<file path="src/rtl/pcc_pkg.sv">
// Shared types and constants of the PI current controller.
`timescale 1ns / 1ps
`default_nettype none
package pcc_pkg;

	localparam int unsigned MAX_RUN_LENGTH_DEF = 1024;

	localparam int SAMPLE_W = 16;
	localparam int GAIN_W   = 19;
	localparam int ERR_W    = 17;
	localparam int INTEG_W  = 18;
	localparam int ACC_W    = 19;
	localparam int PROD_P_W = GAIN_W + ERR_W;
	localparam int PROD_I_W = GAIN_W + INTEG_W;
	localparam int SUM_W    = PROD_I_W + 1;
	localparam int FRAC_W   = 16;
	localparam int DRIVE_W  = 17;
	localparam int IDX_W    = 10;
	localparam int CFG_W    = 19;
	localparam int DATA_W   = 80;

	localparam logic signed [18:0] KP_RST     = -19'sd13841;
	localparam logic signed [18:0] KI_RST     = -19'sd10066;
	localparam logic [15:0]        ILIM_RST   = 16'd1000;
	localparam logic [15:0]        PERIOD_RST = 16'd2400;
	localparam logic signed [15:0] TA_RST     = -16'sd300;
	localparam logic signed [15:0] TB_RST     = 16'sd300;
	localparam logic [9:0]         FLIP_RST   = 10'd100;
	localparam logic [10:0]        RUNLEN_RST = 11'd400;

	typedef enum logic [2:0] {
		REG_PROP_GAIN      = 3'd0,
		REG_INT_GAIN       = 3'd1,
		REG_INTEGRAL_LIMIT = 3'd2,
		REG_BRIDGE_PERIOD  = 3'd3,
		REG_TARGET_A       = 3'd4,
		REG_TARGET_B       = 3'd5,
		REG_FLIP_PERIOD    = 3'd6,
		REG_RUN_LENGTH     = 3'd7
	} cfg_idx_t;

	typedef struct packed {
		logic signed [18:0] prop_gain;
		logic signed [18:0] int_gain;
		logic [15:0]        integral_limit;
		logic [15:0]        bridge_period;
		logic signed [15:0] target_a;
		logic signed [15:0] target_b;
		logic [9:0]         flip_period;
		logic [10:0]        run_length;
	} cfg_t;

	typedef struct packed {
		logic signed [16:0] err;
		logic signed [17:0] acc;
		logic signed [15:0] target;
		logic [9:0]         idx;
		logic               active;
		logic               done;
	} step_beat_t;

endpackage
`default_nettype wire

</file>
<file path="src/rtl/pcc_cfg.sv">
// Configuration register file of the PI current controller.
`timescale 1ns / 1ps
`default_nettype none
module pcc_cfg (
	input  wire logic                          clk,
	input  wire logic                          arst_n,
	input  wire logic                          cfg_valid,
	output logic                               cfg_ready,
	input  wire logic [2:0]                    cfg_index,
	input  wire logic [pcc_pkg::CFG_W-1:0]     cfg_data,
	output pcc_pkg::cfg_t                      cfg
);

	pcc_pkg::cfg_t cfg_q;

	assign cfg_ready = 1'b1;
	assign cfg       = cfg_q;

	always_ff @(posedge clk or negedge arst_n) begin
		if (!arst_n) begin
			cfg_q.prop_gain      <= pcc_pkg::KP_RST;
			cfg_q.int_gain       <= pcc_pkg::KI_RST;
			cfg_q.integral_limit <= pcc_pkg::ILIM_RST;
			cfg_q.bridge_period  <= pcc_pkg::PERIOD_RST;
			cfg_q.target_a       <= pcc_pkg::TA_RST;
			cfg_q.target_b       <= pcc_pkg::TB_RST;
			cfg_q.flip_period    <= pcc_pkg::FLIP_RST;
			cfg_q.run_length     <= pcc_pkg::RUNLEN_RST;
		end else if (cfg_valid) begin
			unique case (pcc_pkg::cfg_idx_t'(cfg_index))
				pcc_pkg::REG_PROP_GAIN:      cfg_q.prop_gain      <= signed'(cfg_data);
				pcc_pkg::REG_INT_GAIN:       cfg_q.int_gain       <= signed'(cfg_data);
				pcc_pkg::REG_INTEGRAL_LIMIT: cfg_q.integral_limit <= cfg_data[15:0];
				pcc_pkg::REG_BRIDGE_PERIOD:  cfg_q.bridge_period  <= cfg_data[15:0];
				pcc_pkg::REG_TARGET_A:       cfg_q.target_a       <= signed'(cfg_data[15:0]);
				pcc_pkg::REG_TARGET_B:       cfg_q.target_b       <= signed'(cfg_data[15:0]);
				pcc_pkg::REG_FLIP_PERIOD:    cfg_q.flip_period    <= cfg_data[9:0];
				pcc_pkg::REG_RUN_LENGTH:     cfg_q.run_length     <= cfg_data[10:0];
				default:                     cfg_q                <= cfg_q;
			endcase
		end
	end

endmodule
`default_nettype wire

</file>
<file path="src/rtl/pcc_step.sv">
// Input register, run sequencer and clamped integrator of the PI current controller.
`timescale 1ns / 1ps
`default_nettype none
module pcc_step #(
	parameter int unsigned MAX_RUN_LENGTH = pcc_pkg::MAX_RUN_LENGTH_DEF
) (
	input  wire logic                             clk,
	input  wire logic                             arst_n,
	input  pcc_pkg::cfg_t                         cfg,
	input  wire logic                             in_valid,
	output logic                                  in_ready,
	input  wire logic signed [pcc_pkg::SAMPLE_W-1:0] in_sample,
	input  wire logic                             in_start,
	output logic                                  out_valid,
	input  wire logic                             out_ready,
	output pcc_pkg::step_beat_t                   out_beat
);

	localparam int CW = $clog2(MAX_RUN_LENGTH + 1);
	localparam int XW = 18;

	logic                                  v_s1;
	logic signed [pcc_pkg::SAMPLE_W-1:0]   sample_s1;
	logic                                  start_s1;
	logic                                  v_s2;
	pcc_pkg::step_beat_t                   beat_s2;

	logic                                  running_q;
	logic [CW-1:0]                         step_q;
	logic signed [15:0]                    target_q;
	logic signed [pcc_pkg::INTEG_W-1:0]    integ_q;

	logic                                  rdy_s2;
	logic                                  adv_s1;
	logic                                  arm;
	logic                                  run;
	logic signed [15:0]                    tgt;
	logic signed [pcc_pkg::INTEG_W-1:0]    integ;
	logic [CW-1:0]                         cnt_base;
	logic signed [pcc_pkg::ERR_W-1:0]      err;
	logic signed [pcc_pkg::ACC_W-1:0]      acc_sum;
	logic signed [pcc_pkg::ACC_W-1:0]      lim_p;
	logic signed [pcc_pkg::ACC_W-1:0]      lim_n;
	logic signed [pcc_pkg::ACC_W-1:0]      acc;
	logic [XW-1:0]                         cnt;
	logic [XW-1:0]                         len_raw;
	logic [XW-1:0]                         len_max;
	logic [XW-1:0]                         len_sat;
	logic [XW-1:0]                         len;
	logic [XW-1:0]                         fp1;
	logic [XW-1:0]                         fp2;
	logic [XW-1:0]                         fp3;
	logic                                  done;
	logic signed [15:0]                    tgt_next;
	pcc_pkg::step_beat_t                   beat_d;

	assign rdy_s2    = !v_s2 || out_ready;
	assign adv_s1    = v_s1 && rdy_s2;
	assign in_ready  = !v_s1 || rdy_s2;
	assign out_valid = v_s2;
	assign out_beat  = beat_s2;

	always_comb begin
		arm      = !running_q && start_s1;
		run      = running_q || start_s1;
		tgt      = arm ? cfg.target_a : target_q;
		integ    = arm ? '0 : integ_q;
		cnt_base = arm ? '0 : step_q;

		err     = pcc_pkg::ERR_W'(tgt) - pcc_pkg::ERR_W'(sample_s1);
		acc_sum = pcc_pkg::ACC_W'(integ) + pcc_pkg::ACC_W'(err);
		lim_p   = signed'({3'b000, cfg.integral_limit});
		lim_n   = -lim_p;
		priority if (acc_sum > lim_p) acc = lim_p;
		else if (acc_sum < lim_n)     acc = lim_n;
		else                          acc = acc_sum;

		cnt     = XW'(cnt_base) + XW'(1);
		len_raw = XW'(cfg.run_length);
		len_max = XW'(MAX_RUN_LENGTH);
		len_sat = (len_raw > len_max) ? len_max : len_raw;
		len     = (len_sat == '0) ? XW'(1) : len_sat;
		done    = cnt >= len;

		fp1 = XW'(cfg.flip_period);
		fp2 = fp1 << 1;
		fp3 = fp1 + fp2;
		tgt_next = tgt;
		if (fp1 != '0) begin
			priority if (cnt == fp1) tgt_next = cfg.target_b;
			else if (cnt == fp2)     tgt_next = cfg.target_a;
			else if (cnt == fp3)     tgt_next = cfg.target_b;
			else                     tgt_next = tgt;
		end

		beat_d.err    = run ? err : '0;
		beat_d.acc    = run ? pcc_pkg::INTEG_W'(acc) : '0;
		beat_d.target = run ? tgt : target_q;
		beat_d.idx    = run ? pcc_pkg::IDX_W'(cnt_base) : '0;
		beat_d.active = run;
		beat_d.done   = run && done;
	end

	always_ff @(posedge clk or negedge arst_n) begin
		if (!arst_n) begin
			v_s1      <= 1'b0;
			v_s2      <= 1'b0;
			running_q <= 1'b0;
			step_q    <= '0;
			target_q  <= pcc_pkg::TA_RST;
			integ_q   <= '0;
		end else begin
			if (in_ready) begin
				v_s1 <= in_valid;
			end
			if (rdy_s2) begin
				v_s2 <= v_s1;
			end
			if (adv_s1 && run) begin
				if (done) begin
					running_q <= 1'b0;
					step_q    <= '0;
					integ_q   <= '0;
					target_q  <= cfg.target_a;
				end else begin
					running_q <= 1'b1;
					step_q    <= CW'(cnt);
					integ_q   <= pcc_pkg::INTEG_W'(acc);
					target_q  <= tgt_next;
				end
			end
		end
	end

	always_ff @(posedge clk) begin
		if (in_ready && in_valid) begin
			sample_s1 <= in_sample;
			start_s1  <= in_start;
		end
		if (adv_s1) begin
			beat_s2 <= beat_d;
		end
	end

endmodule
`default_nettype wire

</file>
<file path="src/rtl/pcc_drive.sv">
// Gain multipliers, drive saturation and bridge compare mapping of the PI current controller.
`timescale 1ns / 1ps
`default_nettype none
module pcc_drive (
	input  wire logic                            clk,
	input  wire logic                            arst_n,
	input  pcc_pkg::cfg_t                        cfg,
	input  wire logic                            in_valid,
	output logic                                 in_ready,
	input  pcc_pkg::step_beat_t                  in_beat,
	output logic                                 out_valid,
	input  wire logic                            out_ready,
	output logic [15:0]                          compare_fwd,
	output logic [15:0]                          compare_rev,
	output logic signed [pcc_pkg::DRIVE_W-1:0]   drive,
	output logic signed [15:0]                   target_current,
	output logic [pcc_pkg::IDX_W-1:0]            step_index,
	output logic                                 active,
	output logic                                 run_done
);

	localparam int QW = pcc_pkg::SUM_W - pcc_pkg::FRAC_W;

	logic                                   v_s3;
	logic signed [pcc_pkg::PROD_P_W-1:0]    prod_p_s3;
	logic signed [pcc_pkg::PROD_I_W-1:0]    prod_i_s3;
	logic signed [15:0]                     target_s3;
	logic [pcc_pkg::IDX_W-1:0]              idx_s3;
	logic                                   active_s3;
	logic                                   done_s3;
	logic                                   v_q;

	logic                                   rdy_o;
	logic                                   adv_s3;
	logic signed [pcc_pkg::PROD_P_W-1:0]    prod_p;
	logic signed [pcc_pkg::PROD_I_W-1:0]    prod_i;
	logic signed [pcc_pkg::SUM_W-1:0]       sum;
	logic                                   neg;
	logic [pcc_pkg::SUM_W-1:0]              mag;
	logic [QW-1:0]                          quo;
	logic [15:0]                            dmag;
	logic                                   pos;
	logic [15:0]                            period_less;
	logic [15:0]                            fwd_d;
	logic [15:0]                            rev_d;
	logic signed [pcc_pkg::DRIVE_W-1:0]     drive_d;

	assign rdy_o     = !v_q || out_ready;
	assign adv_s3    = v_s3 && rdy_o;
	assign in_ready  = !v_s3 || rdy_o;
	assign out_valid = v_q;

	always_comb begin
		prod_p = pcc_pkg::PROD_P_W'(cfg.prop_gain) * pcc_pkg::PROD_P_W'(in_beat.err);
		prod_i = pcc_pkg::PROD_I_W'(cfg.int_gain) * pcc_pkg::PROD_I_W'(in_beat.acc);

		sum  = pcc_pkg::SUM_W'(prod_p_s3) + pcc_pkg::SUM_W'(prod_i_s3);
		neg  = sum[pcc_pkg::SUM_W-1];
		mag  = neg ? unsigned'(-sum) : unsigned'(sum);
		quo  = mag[pcc_pkg::SUM_W-1:pcc_pkg::FRAC_W];
		dmag = (quo > QW'(cfg.bridge_period)) ? cfg.bridge_period : quo[15:0];
		pos  = !neg && (dmag != '0);
		period_less = cfg.bridge_period - dmag;
		drive_d = neg ? -signed'({1'b0, dmag}) : signed'({1'b0, dmag});
		if (done_s3) begin
			fwd_d = cfg.bridge_period;
			rev_d = cfg.bridge_period;
		end else begin
			fwd_d = pos ? period_less : cfg.bridge_period;
			rev_d = pos ? cfg.bridge_period : period_less;
		end
	end

	always_ff @(posedge clk or negedge arst_n) begin
		if (!arst_n) begin
			v_s3 <= 1'b0;
			v_q  <= 1'b0;
		end else begin
			if (in_ready) begin
				v_s3 <= in_valid;
			end
			if (rdy_o) begin
				v_q <= v_s3;
			end
		end
	end

	always_ff @(posedge clk) begin
		if (in_ready && in_valid) begin
			prod_p_s3 <= prod_p;
			prod_i_s3 <= prod_i;
			target_s3 <= in_beat.target;
			idx_s3    <= in_beat.idx;
			active_s3 <= in_beat.active;
			done_s3   <= in_beat.done;
		end
		if (adv_s3) begin
			compare_fwd    <= fwd_d;
			compare_rev    <= rev_d;
			drive          <= drive_d;
			target_current <= target_s3;
			step_index     <= idx_s3;
			active         <= active_s3;
			run_done       <= done_s3;
		end
	end

endmodule
`default_nettype wire

</file>
<file path="src/rtl/pi_current_controller.sv">
// Top level of the PI current controller with integrator clamp and H-bridge mapping.
// Pipeline: a beat passes the input register, sequencer stage, multiplier stage and output
// register in that order, one beat per cycle while m_axis_tready does not stall; each stage
// holds one beat and advances when the stage after it is empty or advancing.
// Reset: arst_n clears all valid flags and run state, loads the register reset values,
// and sets the stored target to target_a's reset value.
`timescale 1ns / 1ps
`default_nettype none
module pi_current_controller #(
	parameter int unsigned MAX_RUN_LENGTH = pcc_pkg::MAX_RUN_LENGTH_DEF
) (
	input  wire logic                         clk,
	input  wire logic                         arst_n,
	input  wire logic                         s_axis_tvalid,
	output logic                              s_axis_tready,
	input  wire logic [15:0]                  s_axis_tdata,  // current_sample
	input  wire logic                         s_axis_tuser,  // start_req
	output logic                              m_axis_tvalid,
	input  wire logic                         m_axis_tready,
	// compare_fwd, compare_rev, drive, target_current, step_index, zero pad
	output logic [pcc_pkg::DATA_W-1:0]        m_axis_tdata,
	output logic                              m_axis_tuser,  // active
	output logic                              m_axis_tlast,  // run_done
	input  wire logic                         cfg_valid,
	output logic                              cfg_ready,
	input  wire logic [2:0]                   cfg_index,
	input  wire logic [pcc_pkg::CFG_W-1:0]    cfg_data
);

	pcc_pkg::cfg_t                          cfg;
	pcc_pkg::step_beat_t                    beat;
	logic                                   beat_valid;
	logic                                   beat_ready;
	logic [15:0]                            compare_fwd;
	logic [15:0]                            compare_rev;
	logic signed [pcc_pkg::DRIVE_W-1:0]     drive;
	logic signed [15:0]                     target_current;
	logic [pcc_pkg::IDX_W-1:0]              step_index;

	pcc_cfg u_cfg (
		.clk       (clk),
		.arst_n    (arst_n),
		.cfg_valid (cfg_valid),
		.cfg_ready (cfg_ready),
		.cfg_index (cfg_index),
		.cfg_data  (cfg_data),
		.cfg       (cfg)
	);

	pcc_step #(
		.MAX_RUN_LENGTH (MAX_RUN_LENGTH)
	) u_step (
		.clk       (clk),
		.arst_n    (arst_n),
		.cfg       (cfg),
		.in_valid  (s_axis_tvalid),
		.in_ready  (s_axis_tready),
		.in_sample (signed'(s_axis_tdata)),
		.in_start  (s_axis_tuser),
		.out_valid (beat_valid),
		.out_ready (beat_ready),
		.out_beat  (beat)
	);

	pcc_drive u_drive (
		.clk            (clk),
		.arst_n         (arst_n),
		.cfg            (cfg),
		.in_valid       (beat_valid),
		.in_ready       (beat_ready),
		.in_beat        (beat),
		.out_valid      (m_axis_tvalid),
		.out_ready      (m_axis_tready),
		.compare_fwd    (compare_fwd),
		.compare_rev    (compare_rev),
		.drive          (drive),
		.target_current (target_current),
		.step_index     (step_index),
		.active         (m_axis_tuser),
		.run_done       (m_axis_tlast)
	);

	assign m_axis_tdata = {5'b00000, step_index, target_current, drive, compare_rev,
		compare_fwd};

endmodule
`default_nettype wire
</file>
<file path="config.mk">
export PLATFORM = sky130hd
export DESIGN_NAME = pi_current_controller
export DESIGN_NICKNAME = d
export VERILOG_FILES = /design/src/rtl/pcc_pkg.sv /design/src/rtl/pcc_cfg.sv /design/src/rtl/pcc_step.sv /design/src/rtl/pcc_drive.sv /design/src/rtl/pi_current_controller.sv
export SDC_FILE = /design/constraint.sdc
export NUM_CORES = 2
export LEC_CHECK = 0
export BUFFER_PORTS_ARGS = -buffer_cell sky130_fd_sc_hd__buf_2
export CAP_MARGIN = 20
export CORE_MARGIN = 4
export CORE_UTILIZATION = 55
export DETAILED_ROUTE_END_ITERATION = 10
export GPL_TIMING_DRIVEN = 0
export HOLD_SLACK_MARGIN = 0.02
export PLACE_DENSITY_LB_ADDON = 0.3
export SLEW_MARGIN = 20
export SYNTH_ARGS = -nofsm -noshare
export SYNTH_HDL_FRONTEND = slang
export SYNTH_SLANG_ARGS = --single-unit
</file>
<file path="constraint.sdc">
create_clock -name clk -period 11.1 [get_ports clk]
set_input_delay 0 -clock clk [delete_from_list [all_inputs] [get_ports clk]]
set_output_delay 0 -clock clk [all_outputs]
set_load 0.05 [all_outputs]
</file>
==> impl_metrics.toml <==
[die]
rows = 109
start_util_pct = 55.5
die-area_um2 = 94000
core_area_um2 = 88400
pin_count = 129
die_h_um = 307
die_w_um = 307

[synth]
synthMuxAreaShare_pct = 3.50
synth_area_leaders = "fa_1, edfxtp_1, ha_1, inv_1, dfrtp_1"
yosys-top-cells-count = "inv_1, nand2_1, fa_1, ha_1, and2_1"
synthFlopType = "edfxtp_1"
synth-edff-count = 258
synth_top_family_by_area = "adder cells"
synth_top_area_share_pct = 27.6
avgSynthCellArea_um2 = 9.77
syn_area_um2 = 49000
synth-xor-area-share_pct = 3.73
ys.warnings.count = 0
yosysUniqueCellTypes = 107
async_flop_share_pct = 40.1
ys_ff_latch = 431
synthSimpleGateAreaFrac_pct = 14.7
synth_most_common_cell = "inv_1"
yosys.area.top_type = "fa_1"
synth-adder-area-share_pct = 36.4
synth_seq_area_share_pct = 24.8
syn_inst = 5016
synth_compound_area_share_pct = 8.97

[setup_path]
cp-start-kind = "flop"
path_buf_inv = 4
required_ns = 11.48
cp_max_fo = 10
critPathCaptureType = "flop"
critPathKind = "flop to flop"
path_delay_family = "compound AO/OA/AOI/OAI gates"
slowest_stage = "a21oi_1"
critical_path_arrival_ns = 10.65
slowest_delay_ns = 0.56

[clocking]
cts_root_buffer = "clkbuf_16"
cts-buffers-inserted = 52
ctsLongestPathBuffers = 3
cts_tree = "built"
clk_latency_ns = 0.66
cts_sinks = 431
htree_levels = 2
clk_pin_slew_ns = 0.07

[grt]
grt_pass1_wl_mm = 216
met2_usage_pct = 49.1
grt_pass1_vias = 38100
met1_usage_pct = 38.8
track_usage_pct = 29.7
grt_busiest_layer = "met2"
antenna_found_initial = 17
overflow = 0
grt_max_degree = 82
met3_usage_pct = 5.48

[finish]
num-nets-final = 6318
stdcell_count = 6486
design_area_um2 = 53800
register_area_um2 = 12200
drive_above_1_share_pct = 9.11
fillers = 7468
multi_input_area_um2 = 33100
syn_to_final_growth_pct = 9.72

[job]
drv_cap = 0

[outcome]
status = "complete, no violations"

[timing]
timing.final.crit_period_ns = 10.27
fin_setup_tns_ns = 0
relSlewSlack_pct = 34.1
maxSlewViolCount = 0
fmax_ghz = 0.0974
fin_skew_ns = 0.0381
hold_viol = 0
setup_viol = 0
rsz0062_at_grt = "no"
worst_pin_slew_ns = 0.976
finalCritPeriodShare_pct = 92.5
timing.hold.ws_ns = 0.0513

[route]
antenna_left = 0
routed_wl_mm = 138
remaining_drc_errors = 0
routedWlPerCell_um = 21.3
drt_first_pass_iters = 6
dr.first_iter.drc_count = 3175
vias = 36900
routed_via_density = 5.69

[min_path]
hp-class = "input port to flop"

[placement]
dp_hpwl_mm = 109
placed_cell_area_um2 = 51400
place_congestion = 0.987
dp_cells = 6316
buffer_ports.inserted = 120
## area by class of cell
cell class                      count  area share (%)
Sequential cell                   431            22.6
Multi-Input combinational cell   3577            61.5
Tap cell                         1165            2.71
Inverter                          800            5.58
Clock inverter                     33           0.768
Buffer                            212            1.58
Clock buffer                       65            2.63
Timing Repair Buffer              185            2.55
Antenna cell                       18          0.0838
## cell families after synthesis
logic type	count (synthesis)
XOR/XNOR	207
other	2
flip-flops	431
buffers and inverters	1012
multiplexers	157
AND/OR/NAND/NOR	1508
adder cells (fa/ha/maj)	1021
AO/OA/AOI/OAI	678
## repair_timing
item | 4_1_cts | 5_1_grt
hold endpoints to repair | 255 | 0
buffers inserted | 0 | 0
hold buffers | 54 | 0
resized for setup | 0 | 3
setup endpoints to repair | 0 | 6
## metal layers
layer / up-vias / part of all wire [%]
met1: 18300 / 39
met5: - / 0.020
met3: 360 / 8.6
li1: 16700 / -
met2: 1610 / 47
met4: 4 / 4.8
## cells in the final DEF (no fill, tap or decap), types with 130 or more instances in the layout
cell type	Yosys	final
buf_2	11	130
a21oi_1	185	185
ha_1	340	340
fa_1	675	675
inv_1	796	796
xnor2_1	153	152
edfxtp_1	258	258
nor2_1	193	193
and2_1	297	296
nand2_1	682	682
o21ai_0	177	177
clkbuf_1	177	184
## state kept, by name (all words and copies together) (netlist names), 10 cells and up
register                flops
u_step.target_q            16
u_drive.prod_p_s3          36
u_drive.step_index         10
u_step.integ_q             18
u_step.step_q              11
u_drive.compare_rev        16
u_step.sample_s1           16
u_drive.target_s3          16
u_drive.target_current     16
u_drive.drive              17
u_cfg.cfg                 123
u_step.out_beat            63
u_drive.prod_i_s3          37
u_drive.compare_fwd        16
u_drive.idx_s3             10
## final timing paths
| check | slack, ns | depth (start not counted) | start | end |
|---|---|---|---|---|
| worst max-delay path | 0.83 | 38 | u_drive.prod_p_s3[0] | u_drive.compare_rev[14] |
| worst min-delay path | 0.05 | 2 | s_axis_tdata[7] | u_step.sample_s1[7] |
| min in group asynchronous | 0.55 | 3 | arst_n | u_cfg.cfg[29] |
| worst max register to register | 0.83 | 38 | u_drive.prod_p_s3[0] | u_drive.compare_rev[14] |
| worst min register to register | 0.42 | 0 | u_step.out_beat[3] | u_drive.idx_s3[1] |
| max in group asynchronous | 9.51 | 4 | arst_n | u_cfg.cfg[35] |
## through the flow
stage / setup slack, ns / util (%)
floorplan: 2.62 / -
CTS: 0.496 / 60.8
global route: 0.196 / 60.8
finish: 0.834 / 60.9
global placement: 0.483 / 57.8
detailed placement: 0.584 / 58.1
## worst register-to-register path: cells and delay by family (launching register included)
family          cells  cell delay, ns
mux                 1            0.28
fa+ha+maj           4            1.37
flops               1            0.39
compound gates     18            4.50
xor+xnor            2            0.52
simple gates        9            1.57
buf+inv             4            1.39
Power is left out: the tool's default activity adds up to more than one toggle a clock period on the data nets, which glitch-free logic cannot reach.
